<file path="src/sv/gdo_pkg.sv">
// gdo_pkg: types, constants and calendar helpers for the gregorian date offset block
// no dependencies; imported by gdo_walk and gregorian_date_offset_top
`timescale 1ns / 1ps

package gdo_pkg;

  // field widths fixed by the interface
  localparam int unsigned YEAR_IN_W = 14;
  localparam int unsigned MONTH_W   = 4;
  localparam int unsigned DAY_IN_W  = 5;
  localparam int unsigned STATUS_W  = 2;

  // signed working year, wide enough for any walk from a 14-bit year
  localparam int unsigned YEAR_W    = 16;
  // year mod 400 residue
  localparam int unsigned CYC_W     = 9;
  localparam int unsigned YEAR_CYCLE = 400;
  localparam int unsigned YEAR_MAX  = 9999;

  // residue reduction: compare-subtract of 400 << k for k = MOD_STEPS-1 .. 0
  localparam int unsigned MOD_STEPS = 6;
  localparam int unsigned STEP_W    = 3;

  // month codes
  localparam logic [MONTH_W-1:0] MON_JAN = 4'd1;
  localparam logic [MONTH_W-1:0] MON_FEB = 4'd2;
  localparam logic [MONTH_W-1:0] MON_APR = 4'd4;
  localparam logic [MONTH_W-1:0] MON_JUN = 4'd6;
  localparam logic [MONTH_W-1:0] MON_SEP = 4'd9;
  localparam logic [MONTH_W-1:0] MON_NOV = 4'd11;
  localparam logic [MONTH_W-1:0] MON_DEC = 4'd12;

  // status codes
  localparam logic [STATUS_W-1:0] ST_OK      = 2'd0;
  localparam logic [STATUS_W-1:0] ST_BAD_IN  = 2'd1;
  localparam logic [STATUS_W-1:0] ST_RANGE   = 2'd2;

  // calendar position carried through the month walk
  typedef struct packed {
    logic signed [YEAR_W-1:0] year;
    logic [CYC_W-1:0]         cyc;    // year mod 400
    logic [MONTH_W-1:0]       month;
  } cal_t;

  // leap rule from the year mod 400 residue
  function automatic logic is_leap(input logic [CYC_W-1:0] cyc);
    logic century;
    century = (cyc == CYC_W'(100)) || (cyc == CYC_W'(200)) || (cyc == CYC_W'(300));
    return (cyc[1:0] == 2'b00) && !century;
  endfunction

  // length of a month, month assumed 1..12
  function automatic logic [DAY_IN_W-1:0] month_days(input logic [MONTH_W-1:0] month,
                                                     input logic leap);
    logic [DAY_IN_W-1:0] len;
    case (month)
      MON_FEB: len = leap ? 5'd29 : 5'd28;
      MON_APR, MON_JUN, MON_SEP, MON_NOV: len = 5'd30;
      default: len = 5'd31;
    endcase
    return len;
  endfunction

endpackage

</file>
<file path="src/sv/gdo_walk.sv">
// gdo_walk: one month step of the date walk, shared by every iteration
// depends on gdo_pkg
`timescale 1ns / 1ps

module gdo_walk
  import gdo_pkg::*;
#(
  parameter int unsigned DAY_W = 14
) (
  input  logic                    op_i,
  input  logic signed [DAY_W-1:0] day_i,
  input  cal_t                    cal_i,
  output logic signed [DAY_W-1:0] day_o,
  output cal_t                    cal_o,
  output logic                    done_o
);

  logic [DAY_IN_W-1:0]     len_cur;
  logic [DAY_IN_W-1:0]     len_prev;
  logic signed [DAY_W-1:0] len_cur_s;
  logic signed [DAY_W-1:0] len_prev_s;
  cal_t                    fwd;
  cal_t                    bwd;

  // next month forward, carrying into the year
  always_comb begin
    fwd = cal_i;
    if (cal_i.month == MON_DEC) begin
      fwd.month = MON_JAN;
      fwd.year  = cal_i.year + YEAR_W'(1);
      fwd.cyc   = (cal_i.cyc == CYC_W'(YEAR_CYCLE - 1)) ? '0 : cal_i.cyc + CYC_W'(1);
    end else begin
      fwd.month = cal_i.month + MONTH_W'(1);
    end
  end

  // previous month, borrowing from the year
  always_comb begin
    bwd = cal_i;
    if (cal_i.month == MON_JAN) begin
      bwd.month = MON_DEC;
      bwd.year  = cal_i.year - YEAR_W'(1);
      bwd.cyc   = (cal_i.cyc == '0) ? CYC_W'(YEAR_CYCLE - 1) : cal_i.cyc - CYC_W'(1);
    end else begin
      bwd.month = cal_i.month - MONTH_W'(1);
    end
  end

  // month lengths used by each direction
  assign len_cur    = month_days(cal_i.month, is_leap(cal_i.cyc));
  assign len_prev   = month_days(bwd.month, is_leap(bwd.cyc));
  assign len_cur_s  = $signed(DAY_W'(len_cur));
  assign len_prev_s = $signed(DAY_W'(len_prev));

  // step select
  always_comb begin
    if (!op_i) begin
      done_o = (day_i <= len_cur_s);
      day_o  = day_i - len_cur_s;
      cal_o  = fwd;
    end else begin
      done_o = (day_i >= $signed(DAY_W'(1)));
      day_o  = day_i + len_prev_s;
      cal_o  = bwd;
    end
  end

endmodule

</file>
<file path="src/sv/gregorian_date_offset_top.sv">
// gregorian_date_offset_top: adds or subtracts a day count to a gregorian date
// depends on gdo_pkg and gdo_walk
`timescale 1ns / 1ps

// channel   direction  ports                                          handshake
// request   in         op_i in_year_i in_month_i in_day_i delta_i     start, busy
// result    out        out_year_o out_month_o out_day_o status_o      valid_o strobe
//
// busy stays high from the accepting edge through the MOD steps, the CHECK state and, for a valid date, the walk;
// the result strobe comes in the cycle after busy's last high cycle, when busy is already low again
// a 4095-day delta walks about 136 months, one month per cycle
// the year mod 400 residue is built by six compare-subtract steps before the date check
// rst_ni clears the sequencer and the strobe; no clearing pass
// results are shown for one cycle only; the receiver cannot stall

module gregorian_date_offset_top
  import gdo_pkg::*;
#(
  parameter int unsigned DELTA_BITS = 12
) (
  input  logic                  clk_i,
  input  logic                  rst_ni,
  input  logic                  start,
  output logic                  busy,
  input  logic                  op_i,
  input  logic [YEAR_IN_W-1:0]  in_year_i,
  input  logic [MONTH_W-1:0]    in_month_i,
  input  logic [DAY_IN_W-1:0]   in_day_i,
  input  logic [DELTA_BITS-1:0] delta_i,
  output logic                  valid_o,
  output logic [YEAR_IN_W-1:0]  out_year_o,
  output logic [MONTH_W-1:0]    out_month_o,
  output logic [DAY_IN_W-1:0]   out_day_o,
  output logic [STATUS_W-1:0]   status_o
);

  // signed day count: the wider of delta and day, plus a carry bit and a sign bit
  localparam int unsigned DAY_W = ((DELTA_BITS > DAY_IN_W) ? DELTA_BITS : DAY_IN_W) + 2;

  typedef enum logic [3:0] {
    S_IDLE  = 4'b0001,
    S_MOD   = 4'b0010,
    S_CHECK = 4'b0100,
    S_WALK  = 4'b1000
  } state_e;

  state_e                  state_q, state_d;
  logic [STEP_W-1:0]       step_q, step_d;
  logic [YEAR_IN_W-1:0]    rem_q, rem_d;
  logic                    op_q;
  logic [YEAR_IN_W-1:0]    raw_year_q;
  logic [MONTH_W-1:0]      raw_month_q;
  logic [DAY_IN_W-1:0]     raw_day_q;
  logic [DELTA_BITS-1:0]   delta_q;
  logic signed [DAY_W-1:0] day_q, day_d;
  cal_t                    cal_q, cal_d;
  logic                    valid_q, valid_d;
  logic [YEAR_IN_W-1:0]    out_year_q, out_year_d;
  logic [MONTH_W-1:0]      out_month_q, out_month_d;
  logic [DAY_IN_W-1:0]     out_day_q, out_day_d;
  logic [STATUS_W-1:0]     status_q, status_d;

  logic                    accept;
  logic [YEAR_IN_W-1:0]    mod_sub;
  logic [DAY_IN_W-1:0]     in_len;
  logic                    in_ok;
  logic signed [DAY_W-1:0] walk_day;
  cal_t                    walk_cal;
  logic                    walk_done;

  assign accept = start && !busy;
  assign busy   = (state_q != S_IDLE);

  // shared month step unit
  gdo_walk #(
    .DAY_W (DAY_W)
  ) u_walk (
    .op_i   (op_q),
    .day_i  (day_q),
    .cal_i  (cal_q),
    .day_o  (walk_day),
    .cal_o  (walk_cal),
    .done_o (walk_done)
  );

  // residue reduction term and input date check
  assign mod_sub = YEAR_IN_W'(YEAR_CYCLE) << step_q;
  assign in_len  = month_days(raw_month_q, is_leap(rem_q[CYC_W-1:0]));
  assign in_ok   = (raw_month_q >= MON_JAN) && (raw_month_q <= MON_DEC) &&
                   (raw_day_q != '0) && (raw_day_q <= in_len);

  // sequencer
  always_comb begin
    state_d     = state_q;
    step_d      = step_q;
    rem_d       = rem_q;
    day_d       = day_q;
    cal_d       = cal_q;
    valid_d     = 1'b0;
    out_year_d  = out_year_q;
    out_month_d = out_month_q;
    out_day_d   = out_day_q;
    status_d    = status_q;
    case (state_q)
      S_IDLE: begin
        if (accept) begin
          rem_d   = in_year_i;
          step_d  = STEP_W'(MOD_STEPS - 1);
          state_d = S_MOD;
        end
      end
      S_MOD: begin
        if (rem_q >= mod_sub) begin
          rem_d = rem_q - mod_sub;
        end
        if (step_q == '0) begin
          state_d = S_CHECK;
        end else begin
          step_d = step_q - STEP_W'(1);
        end
      end
      S_CHECK: begin
        cal_d.year  = $signed(YEAR_W'(raw_year_q));
        cal_d.cyc   = rem_q[CYC_W-1:0];
        cal_d.month = raw_month_q;
        if (op_q) begin
          day_d = $signed(DAY_W'(raw_day_q)) - $signed(DAY_W'(delta_q));
        end else begin
          day_d = $signed(DAY_W'(raw_day_q)) + $signed(DAY_W'(delta_q));
        end
        if (in_ok) begin
          state_d = S_WALK;
        end else begin
          // bad input date: echo it back
          out_year_d  = raw_year_q;
          out_month_d = raw_month_q;
          out_day_d   = raw_day_q;
          status_d    = ST_BAD_IN;
          valid_d     = 1'b1;
          state_d     = S_IDLE;
        end
      end
      S_WALK: begin
        if (walk_done) begin
          out_month_d = cal_q.month;
          out_day_d   = day_q[DAY_IN_W-1:0];
          if (cal_q.year < $signed(YEAR_W'(0))) begin
            out_year_d = '0;
            status_d   = ST_RANGE;
          end else if (cal_q.year > $signed(YEAR_W'(YEAR_MAX))) begin
            out_year_d = YEAR_IN_W'(YEAR_MAX);
            status_d   = ST_RANGE;
          end else begin
            out_year_d = cal_q.year[YEAR_IN_W-1:0];
            status_d   = ST_OK;
          end
          valid_d = 1'b1;
          state_d = S_IDLE;
        end else begin
          day_d = walk_day;
          cal_d = walk_cal;
        end
      end
      default: begin
        state_d = S_IDLE;
      end
    endcase
  end

  // control registers
  always_ff @(posedge clk_i or negedge rst_ni) begin
    if (!rst_ni) begin
      state_q <= S_IDLE;
      valid_q <= 1'b0;
    end else begin
      state_q <= state_d;
      valid_q <= valid_d;
    end
  end

  // datapath registers
  always_ff @(posedge clk_i) begin
    step_q      <= step_d;
    rem_q       <= rem_d;
    day_q       <= day_d;
    cal_q       <= cal_d;
    out_year_q  <= out_year_d;
    out_month_q <= out_month_d;
    out_day_q   <= out_day_d;
    status_q    <= status_d;
    if (accept) begin
      op_q        <= op_i;
      raw_year_q  <= in_year_i;
      raw_month_q <= in_month_i;
      raw_day_q   <= in_day_i;
      delta_q     <= delta_i;
    end
  end

  assign valid_o     = valid_q;
  assign out_year_o  = out_year_q;
  assign out_month_o = out_month_q;
  assign out_day_o   = out_day_q;
  assign status_o    = status_q;

endmodule

</file>
<file path="config.mk">
export PLATFORM = sky130hd
export DESIGN_NAME = gregorian_date_offset_top
export DESIGN_NICKNAME = d
export VERILOG_FILES = /design/src/sv/gdo_pkg.sv /design/src/sv/gdo_walk.sv /design/src/sv/gregorian_date_offset_top.sv
export SDC_FILE = /design/constraint.sdc
export NUM_CORES = 1
export LEC_CHECK = 0
export ABC_CLOCK_PERIOD_IN_PS = 5800
export BUFFER_PORTS_ARGS = -buffer_cell sky130_fd_sc_hd__buf_2
export CORE_MARGIN = 4
export CORE_UTILIZATION = 41
export CTS_CLUSTER_DIAMETER = 30
export DETAILED_ROUTE_END_ITERATION = 10
export SKIP_CTS_REPAIR_TIMING = 1
export SLEW_MARGIN = 20
export SYNTH_ARGS = -nofsm -noshare
export SYNTH_HDL_FRONTEND = slang
export SYNTH_SLANG_ARGS = --single-unit
</file>
<file path="constraint.sdc">
create_clock -name clk_i -period 5.8 [get_ports clk_i]
set_input_delay 0.29 -clock clk_i [delete_from_list [all_inputs] [get_ports clk_i]]
set_output_delay 0.29 -clock clk_i [all_outputs]
set_load 0.02 [all_outputs]
</file>
Yosys cells after proc, flatten, opt, wreduce, memory -nomap -nowiden --
Cells that the tools add are included.
Operators by class: reduce and logical (&&, ||, !) cells 35, multiplexer cells 50, equal/unequal tests 41, $add $sub $neg 12, order comparisons 8, shifts and indexed selects 1
Operators by type and width (count):
- $mux W14 | 9
- $pmux W14 S2 | 3
- $mux W29 | 2
- $pmux W29 S2 | 1
- $mux W25 | 2
- $eq A9 B9 Y1 const B | 4
- $eq A4 B4 Y1 const B | 8
- $mux W4 | 8
- $pmux W5 S2 | 3
- $eq A4 B3 Y1 const B | 7
- $eq A9 B7 Y1 const B | 3
- $eq A9 B8 Y1 const B | 3
- $mux W9 | 2
- $add A16 B2 Y16 const B | 1
- $eq A4 B2 Y1 const B | 4
- $gt A16 B15 Y1 const B | 1
- $lt A16 B1 Y1 const B | 1
- $pmux W4 S4 | 1
- $sub A16 B2 Y16 const B | 1
- $reduce_and A3 Y1 | 5
- $add A14 B6 Y14 | 1
- $ge A14 B14 Y1 | 1
- $ge A14 B2 Y1 const B | 1
- $le A14 B6 Y1 | 1
- other kinds (37) | 74
Storage, ports and cells: register bits 126

Logic depth before layout (Yosys ltp) --
Gate-level depths: netlist of run 1.
depth after elaboration 14, mapped depth 17, gate-level depth less buffers 16

Cells and area by module --
Synthesis of run 1 repeated with hierarchy kept, for this count alone.
Unflattened totals: cell total of the unflattened synthesis 888, area, all modules 8353.0 um^2
By module, submodules not included:
- gregorian_date_offset_top | seq. area each 3759.9 um^2, instances 1, cells each 547, area each 6154.7 um^2
- gdo_walk | seq. area each 0.0 um^2, instances 1, cells each 341, area each 2198.4 um^2

Worst setup path after synthesis of run 1 --
OpenSTA, ideal clock, no wires.
path kind register to register, start reg cal_q[1] (netlist name), end reg day_q[6], data pin, setup slack 1582 ps, arrival time 4051 ps, stages on the path, launching flop included 18, data required time 5633 ps, buffers on the path 1, period minus slack after synthesis 4218 ps, cell sequence edfxtp_1 > inv_1 > ha_1 > or3b_1 > buf_6 > nor4_4 > mux2i_1 > or4bb_1 > a211oi_2 > a211oi_1 > ha_1 > fa_1 > nor4_1 > o2bb2ai_1 > xnor2_1 > nand2_1 > o31ai_1 > a211oi_1
On the way: longest elaborated chain between the ends 13, elaborated cells on any way between the ends 32, those cells by class 3 x add/sub; 14 x eq/ne; 8 x mux; 7 x reduce/logical
RTL lines:
- from (decl) | RTL line gregorian_date_offset_top.sv:56 | cal_t cal_q, cal_d;
- from (signal assigned) | RTL line gregorian_date_offset_top.sv:186 | cal_q <= cal_d;
- $eq A4 B1 Y1 | RTL line gdo_walk.sv:40 | if (cal_i.month == MON_JAN) begin
- $mux W25 | RTL line gdo_walk.sv:40
- $eq A9 B7 Y1 / $eq A9 B8 Y1 (equally long branches) | RTL line gdo_pkg.sv:48 | century = (cyc == CYC_W'(100)) || (cyc == CYC_W'(200)) || (cyc == CYC_W'(300));
- $logic_or A1 B1 Y1 (2 in a row) | RTL line gdo_pkg.sv:48
- $logic_not A1 Y1 | RTL line gdo_pkg.sv:49 | return (cyc[1:0] == 2'b00) && !century;
- $logic_and A1 B1 Y1 | RTL line gdo_pkg.sv:49
- $mux W1 | RTL line gdo_pkg.sv:57 | MON_FEB: len = leap ? 5'd29 : 5'd28;
- $pmux W5 S2 | RTL line gdo_pkg.sv:56 | case (month)
- $add A14 B6 Y14 | RTL line gdo_walk.sv:63 | day_o = day_i + len_prev_s;
- $mux W14 * | RTL line gdo_walk.sv:57 | if (!op_i) begin
- $mux W14 * | RTL line gregorian_date_offset_top.sv:144 | if (walk_done) begin
- $pmux W14 S2 * | RTL line gregorian_date_offset_top.sv:104 | case (state_q)
- named net day_d[6] | RTL line gregorian_date_offset_top.sv:55 | logic signed [DAY_W-1:0] day_q, day_d;
- to (signal assigned) | RTL line gregorian_date_offset_top.sv:185 | day_q <= day_d;
- to (decl) | RTL line gregorian_date_offset_top.sv:55
The timed path passes the listed nets; every way through them passes the cells marked *. The select of a mux whose other input is x is not followed. A chain may end at the register's enable or synchronous reset.

Worst setup path in the final report of run 1 --
Same ends and word-level chain as after synthesis.

==> summary.md, run 1 <==
In this run, the number of DRC markers left after iteration 0 of detailed routing was 717. Dividing the detail-routed wire length by the instance count gives 17.17 microns. The area of all sequential standard cells was 3760 sq um. The core outline area was 19720 sq um.

For the final routed database, the setup TNS stands at 0 ns. CTS built an H-tree with a depth of 4. After detailed placement, the design holds a cell count of 1155. The tools report the initial core utilization as 42.33%. The register share of total power came out at 40.5%. In this run, synthesis produced a sequential element count of 126. The average instance in the mapped netlist occupies 9.582 sq um. The power per cell area was 331.4 nW/um^2; the multi-input combinational cell area was 4228 sq um. The fraction of registers with async set/reset was 3.968%. Buffers inserted during clock tree synthesis total 17. The tools report the number of hold-slack violations in the final timing report as 0. Setup violations remaining at the end of the flow were counted as 0.

The number of antenna violations at the first check in global routing came out at 0. The share of layout cells above drive strength 1 was 13.54%; the highest clock frequency the design can meet was 206.2 MHz. The routed layout has 6683 vias.

The tools report the kind of end point of the critical path as a flop. The overall routed net length was 20.40 mm; the number of detailed-routing iterations run before antenna repair was 7. The tools report the total nets after synthesis as 956. For the post-route antenna net violation count, the log shows 0.

Across the run, the number of max-cap violations was 0. Summing the sequential cell areas from Yosys gives 45.05% of the chip area. The longest clock path from root to sink contains 2 buffers. The number of different library cells used by synthesis comes to 72. Setup repair after global routing left no endpoint under its margin. The final critical path takes up 83.60% of the cycle. The path category of the worst min-delay check was in2reg. The aggregate global-route resource usage is 18.26%, and the via count of the first global-routing pass is 6143. The layout-stage area growth over the synthesis result is 13.30%, and the headroom to the max-slew limit is 40.22%. The number of antenna diodes was 0. The analysis attributes to net switching a power of 993.5 uW. After detailed routing, the number of remaining DRC violations is 0. On the final layout, the worst clock skew is 0.009290 ns.

The run gives 3.133 mW as the overall power after layout. The flow ran to the end, and the final reports show no timing, DRC or antenna violations. The floorplan has 51 rows. In this run, synthesis inferred 121 flip-flops with an integrated enable. The clock network burns 34.3% of the power.

The worst supply voltage drop on vdd was 196.8 uV; the worst endpoint required time was 6.04 ns. Detailed placement ended at an HPWL of 14.55 mm. The number of nets in the finished design is 995, and the critical-path maximum fanout is 10. TritonCTS built the clock tree.

The filler cell count was 1846. Maximum number of pins on one net before global-route repair: 58. After detailed routing, the number of vias per cell comes to 5.625. Total global routing overflow: 0. After clock tree synthesis, the clock-pin slew on the worst setup and hold paths is 0.06 ns. The tools report the summed instance area of the synthesized netlist as 8346 sq um. The floorplan die height is 150.7 microns. At the later pin of the worst-skew pair, clock insertion delay measures 0.42 ns.

In the layout the commonest cells are sky130_fd_sc_hd__edfxtp_1 (121), sky130_fd_sc_hd__nand2_1 (96), sky130_fd_sc_hd__nor2_1 (75). For the pin with the worst max-slew slack, the measured transition is 0.8966 ns. The number of pins with negative max-slew slack in the final report is 0. Net switching is 31.71% of the power.

The run gives 25.2% as the combinational share of power. Non-filler instance count after layout: 1188. Summed over all cells, the static leakage comes to 3.541 nW.

Critical setup path kind: reg2reg. The die width came out at 150.7 microns. The library cell used most frequently in the layout, excluding fill and tap cells, is sky130_fd_sc_hd__edfxtp_1. Cell-internal power: 2.140 mW.

In the synthesized netlist the dominant register cell turns out to be sky130_fd_sc_hd__edfxtp_1. The congestion estimate from routability-driven global placement came to 0.8991. At the worst endpoint, the arrival time is 5.09 ns.

Clock tree synthesis selected as its root buffer the cell sky130_fd_sc_hd__clkbuf_16. The worst path needs 4.849 ns of the cycle, external delays included. The die outline area was 22700 sq um; the number of I/O port buffers was 65. The count of mapped cells out of synthesis was 871; the number of placed I/O pins was 66.

STA classifies the critical path startpoint as a flop. The clock net in this run drives a total of 126 sinks. For the total of warnings raised by yosys, the log shows 0. The first global-routing pass estimated 32.80 mm of wire.
==> per-stage QoR <==
step | setup slack [ns] | utilization [%] | hold WS [ns] | instance area (sq um)
finish | 0.9512 | 47.95 | 0.04438 | 9455
CTS | 1.006 | 47.88 | -0.3286 | 9442
detailed placement | 1.030 | 44.89 | 0.1136 | 8851
global placement | 1.176 | 44.89 | 0.1130 | 8851
floorplan | 1.582 | - | -0.005591 | 8346
global route | 0.6114 | 47.95 | 0.02645 | 9455
==> layer usage <==
layer / wire length [microns] / vias up / GRT usage, %
met5: 0 / - / 0
met4: 289 / 0 / 4.624
met3: 1024 / 21 / 3.221
met2: 9098 / 217 / 27.56
met1: 9983 / 3127 / 27.21
li1: - / 3318 / -
==> final cells by class <==
cell class,instances,share of cell area [%]
Multi-Input combinational cell,650,44.71
Clock buffer,18,4.539
Tap cell,265,3.507
Inverter,42,1.667
Sequential cell,126,39.76
Clock inverter,14,1.707
Timing Repair Buffer,73,4.102
==> power groups by stage <==
stage / Sequential [mW] / Combinational (mW) / Clock, mW
floorplan: 1.25 / 0.614 / 0
global placement: 1.28 / 0.776 / 0
detailed placement: 1.29 / 0.787 / 0
CTS: 1.27 / 0.792 / 1.09
global route: 1.28 / 0.905 / 1.14
finish: 1.27 / 0.790 / 1.07
==> critical path, cell delays in order (launching register included) <==
cell and delay, ns:
sky130_fd_sc_hd__edfxtp_1 0.50, sky130_fd_sc_hd__inv_1 0.16, sky130_fd_sc_hd__ha_1 0.33, sky130_fd_sc_hd__or3b_1 0.55, sky130_fd_sc_hd__nor4_4 0.28, sky130_fd_sc_hd__mux2i_1 0.34
sky130_fd_sc_hd__or4bb_1 0.45, sky130_fd_sc_hd__a211oi_2 0.20, sky130_fd_sc_hd__a211oi_1 0.09, sky130_fd_sc_hd__ha_1 0.23, sky130_fd_sc_hd__fa_1 0.41, sky130_fd_sc_hd__nor4_1 0.44
sky130_fd_sc_hd__o2bb2ai_1 0.18, sky130_fd_sc_hd__xnor2_1 0.15, sky130_fd_sc_hd__nand2_1 0.07, sky130_fd_sc_hd__o31ai_1 0.07, sky130_fd_sc_hd__a211oi_1 0.23
==> final timing paths <==
path,slack (ns),endpoint,cells past startpoint,from
max in group asynchronous,5.38,state_q[0]$_DFFE_PN1P_,2,rst_ni
hold / removal,0.04,raw_day_q[1]$_DFFE_PP_,1,in_day_i[1]
setup reg to reg,0.95,day_q[6]$_DFFE_PP_,16,cal_q[1]$_DFFE_PP_
hold reg to reg,0.57,cal_q[4]$_DFFE_PP_,1,rem_q[0]$_DFFE_PP_
min in group asynchronous,0.21,state_q[3]$_DFFE_PN0P_,2,rst_ni
setup / recovery,0.95,day_q[6]$_DFFE_PP_,16,cal_q[1]$_DFFE_PP_
==> cells in the mapped netlist (7+ instances only) <==
cell type | n | area, sq um
sky130_fd_sc_hd__xor2_1 | 23 | 201.4
sky130_fd_sc_hd__inv_1 | 42 | 157.7
sky130_fd_sc_hd__nor4_1 | 12 | 75.07
sky130_fd_sc_hd__nor3_1 | 15 | 75.07
sky130_fd_sc_hd__o21ai_0 | 73 | 365.4
sky130_fd_sc_hd__nand2_1 | 96 | 360.4
sky130_fd_sc_hd__o31ai_1 | 7 | 52.55
sky130_fd_sc_hd__and3_1 | 7 | 43.79
sky130_fd_sc_hd__xnor2_1 | 24 | 210.2
sky130_fd_sc_hd__and2_1 | 11 | 68.82
sky130_fd_sc_hd__nor2b_1 | 9 | 56.30
sky130_fd_sc_hd__or2_2 | 7 | 43.79
sky130_fd_sc_hd__or4_1 | 7 | 52.55
sky130_fd_sc_hd__nor2_1 | 75 | 281.5
sky130_fd_sc_hd__o221ai_1 | 9 | 78.83
sky130_fd_sc_hd__o211ai_1 | 8 | 60.06
sky130_fd_sc_hd__edfxtp_1 | 121 | 3633
sky130_fd_sc_hd__clkbuf_1 | 44 | 165.2
sky130_fd_sc_hd__or3_1 | 9 | 56.30
sky130_fd_sc_hd__a21o_1 | 9 | 67.56
sky130_fd_sc_hd__a21oi_1 | 48 | 240.2
sky130_fd_sc_hd__a31oi_1 | 7 | 43.79
sky130_fd_sc_hd__ha_1 | 42 | 525.5
sky130_fd_sc_hd__nand3_1 | 27 | 135.1
sky130_fd_sc_hd__a22o_1 | 8 | 70.07
sky130_fd_sc_hd__a211oi_1 | 13 | 97.59
==> cells by family after synthesis <==
group                      share of synthesized area [%]
muxes                                             0.7197
xor gates and xnor gates                           4.932
DFF                                                45.05
adders and majority gates                          7.256
and+or+nand+nor                                    19.79
buffers and inverters                              4.393
AOI/OAI and AO/OA                                  17.86
==> registers in the layout (all words and copies together) (netlist names) <==
| name | flops |
|---|---|
| status_o | 2 |
| out_month_o | 4 |
| state_q | 4 |
| raw_month_q | 4 |
| raw_year_q | 14 |
| valid_o | 1 |
| cal_q | 29 |
| raw_day_q | 5 |
| op_q | 1 |
| out_day_o | 5 |
| day_q | 14 |
| rem_q | 14 |
| out_year_o | 14 |
| delta_q | 12 |
| step_q | 3 |
Power figures use the tool's default switching activity.
==> run 2, diff against run 1 <==
- ABC_CLOCK_PERIOD_IN_PS: 5800 -> 4330
- clock period: 5.8 -> 4.33 ns (I/O delays scaled with it)
==> summary.md, run 2 (synthesized netlist as in run 1, its figures left out) <==
The path class of the tightest hold or removal check is in2reg. The layout-stage area growth over the synthesis result is 19.82%, and the final worst setup slack is 0.1713 ns (-0.7799 ns). The worst clock skew was 0.008836 ns (-0.0004533 ns). The weighted congestion at the end of routability-driven global placement was 0.9045 (+0.60%).

The tree is rooted in a sky130_fd_sc_hd__clkbuf_16. The signal on the critical path passes through inv_1, ha_2, or4b_2, o21ai_0, o31a_1, or4b_1, a211oi_2, a211oi_1, ha_1, fa_1, nor4_2, o2bb2ai_1, xor2_1, o21ai_0, a211oi_1. Initial DRC count: 646 (-9.9%).

The type of element launching the critical path was a flop. The post-route antenna net violation count is 0 (unchanged). The run gives 0 (unchanged) as the total global routing overflow. The ratio of final minimum period to clock period is 96.04% (+12 points), and the total placed cells including tap cells is 1182 (+2.3%). The clock latency reported for the late side of the worst-skew pair came out at 0.42 ns (about the same).

The number of flip-flops in the largest register is 29 (unchanged), and the number of hold-slack violations in the final timing report is 0 (unchanged). Total number of H-tree levels: 4 (unchanged). The tools report the filler cell count as 1858 (+0.65%). The logs give 45.70% (+5.5 points) for the headroom to the max-slew limit and 1245 (+4.8%) for the non-filler instance count after layout. The routed wirelength normalized by instance count came out at 17.06 microns (-0.62%). The max-capacitance violation count is 0 (unchanged). The logs give 2 (unchanged) for the clock tree buffer depth and 0 (unchanged) for the number of antenna diodes. The critical path data arrival time came out at 4.40 ns (-0.69 ns).

The gate family responsible for the most delay along the worst path is simple AND/OR/NAND/NOR gates. The highest clock frequency the design can meet was 240.5 MHz (+17%); the peak per-stage delay on the critical path was 0.63 ns (+0.08 ns). The detail-routed via count per cell was 5.542 (-1.5%); the total CTS buffers was 17 (unchanged). The standard cell with the maximum stage delay on the critical path was sky130_fd_sc_hd__or4b_2. The run finished with clean final reports. For the number of placed I/O pins, the log shows 66 (unchanged). The placed wire-length estimate after detailed placement was 15.02 mm (+3.2%); the overall power after layout was 4.241 mW (+35%).

The run gives 266.4 uV (+35%) as the worst supply voltage drop on vdd. Cell area after layout: 10000 sq um (+5.8%). The tools report the number of nets in the finished design as 1053 (+5.8%). The library cell used most frequently in the layout, excluding fill and tap cells, is sky130_fd_sc_hd__edfxtp_1. The die width is 150.7 microns (unchanged), and the leakage component of the power is 3.808 nW (+7.5%).

The vias after detailed routing is 6900 (+3.2%). The floorplan die height was 150.7 microns (unchanged). For the number of pins with negative max-slew slack in the final report, the log shows 0 (unchanged). Register with the most flip-flops: cal_q. The logs give 9066 sq um (+2.4%) for the placed standard-cell area and 42.33% (unchanged) for the initial core utilization. The power per cell area is 424.2 nW/um^2 (+28%). The number of detailed-routing iterations run before antenna repair was 5 (-2); the number of I/O port buffers was 65 (unchanged). Worst setup slack before clock tree synthesis: 0.02299 ns (-1.007 ns). The critical-path maximum fanout was 5 (-5); the core outline area was 19720 sq um (unchanged).

Detailed-route DRC error count: 0 (unchanged). TritonCTS built the clock tree. The share of layout cells above drive strength 1 works out to 15.61% (+2.1 points).

In the layout the commonest cells are sky130_fd_sc_hd__edfxtp_1 (121), sky130_fd_sc_hd__nand2_1 (96), sky130_fd_sc_hd__nor2_1 (75). The die outline area was 22700 sq um (unchanged); the worst endpoint required time was 4.57 ns (-1.47 ns). The critical path is of the reg2reg type. Setup repair after global routing left no endpoint under its margin.

The tools report the number of setup violations in the final report as 0 (unchanged). Number of cell rows: 51 (unchanged). The aggregate global-route resource usage was 18.81% (+0.54 points).

For the number of antenna violations at the first check in global routing, the log shows 0 (unchanged). The tools report the overall routed net length as 21.24 mm (+4.1%). The tools report the number of sinks handled by clock tree synthesis as 126 (unchanged). The worst setup path is captured at a flop. The via count of the first global-routing pass is 6376 (+3.8%), and the buffering stage count on the worst path with inverters included is 1 (unchanged).

Measured slew at the worst slew-check pin: 0.8144 ns (-0.08220 ns). The time the final worst path needs with I/O delays and setup is 4.159 ns (-0.6901 ns), and the clock-pin slew of the registers on the worst-case setup and hold paths is 0.06 ns (about the same). The wire length of the first global-routing pass was 33.69 mm (+2.7%). The maximum number of pins on one net before global-route repair was 77 (+33%).
## run 2: where the power goes
| group | internal (mW) | switching [mW] |
|---|---|---|
| Clock | 0.906 | 0.547 |
| Combinational | 0.457 | 0.628 |
| Sequential | 1.58 | 0.126 |
## run 2: per-stage QoR
stage	hold WS (ns)	utilization, %	TNS [ns]
2_1_floorplan	-0.07909	-	0
3_3_place_gp	0.04013	45.98	0
3_5_place_dp	0.03946	45.98	0
4_1_cts	-0.4082	48.99	-0.02665
5_1_grt	0.001816	50.71	0
6_report	0.01275	50.71	0
## run 2: routing by layer
layer | vias to the layer above | GRT usage [%] | wire length, microns
li1 | 3426 | - | -
met1 | 3267 | 27.36 | 10200
met2 | 185 | 28.91 | 9744
met3 | 22 | 2.890 | 957
met4 | 0 | 5.893 | 337
met5 | - | 0 | 0
## run 2: worst paths after layout
path	slack [ns]	from	end	depth (start not counted)
worst max-delay path	0.17	cal_q[1]$_DFFE_PP_	day_q[8]$_DFFE_PP_	15
worst min-delay path	0.01	in_year_i[13]	raw_year_q[13]$_DFFE_PP_	1
worst max register to register	0.17	cal_q[1]$_DFFE_PP_	day_q[8]$_DFFE_PP_	15
worst min register to register	0.57	raw_year_q[4]$_DFFE_PP_	cal_q[17]$_DFFE_PP_	2
max in group asynchronous	3.98	rst_ni	state_q[0]$_DFFE_PN1P_	2
min in group asynchronous	0.13	rst_ni	state_q[2]$_DFFE_PN0P_	2
## run 2: cell type report
| class | count | area, sq um | area share [%] |
|---|---|---|---|
| Multi-Input combinational cell | 650 | 4243 | 42.43 |
| Clock buffer | 19 | 432.9 | 4.329 |
| Clock inverter | 12 | 161.4 | 1.614 |
| Inverter | 42 | 157.7 | 1.577 |
| Timing Repair Buffer | 131 | 913.4 | 9.134 |
| Tap cell | 265 | 331.6 | 3.316 |
| Sequential cell | 126 | 3760 | 37.60 |
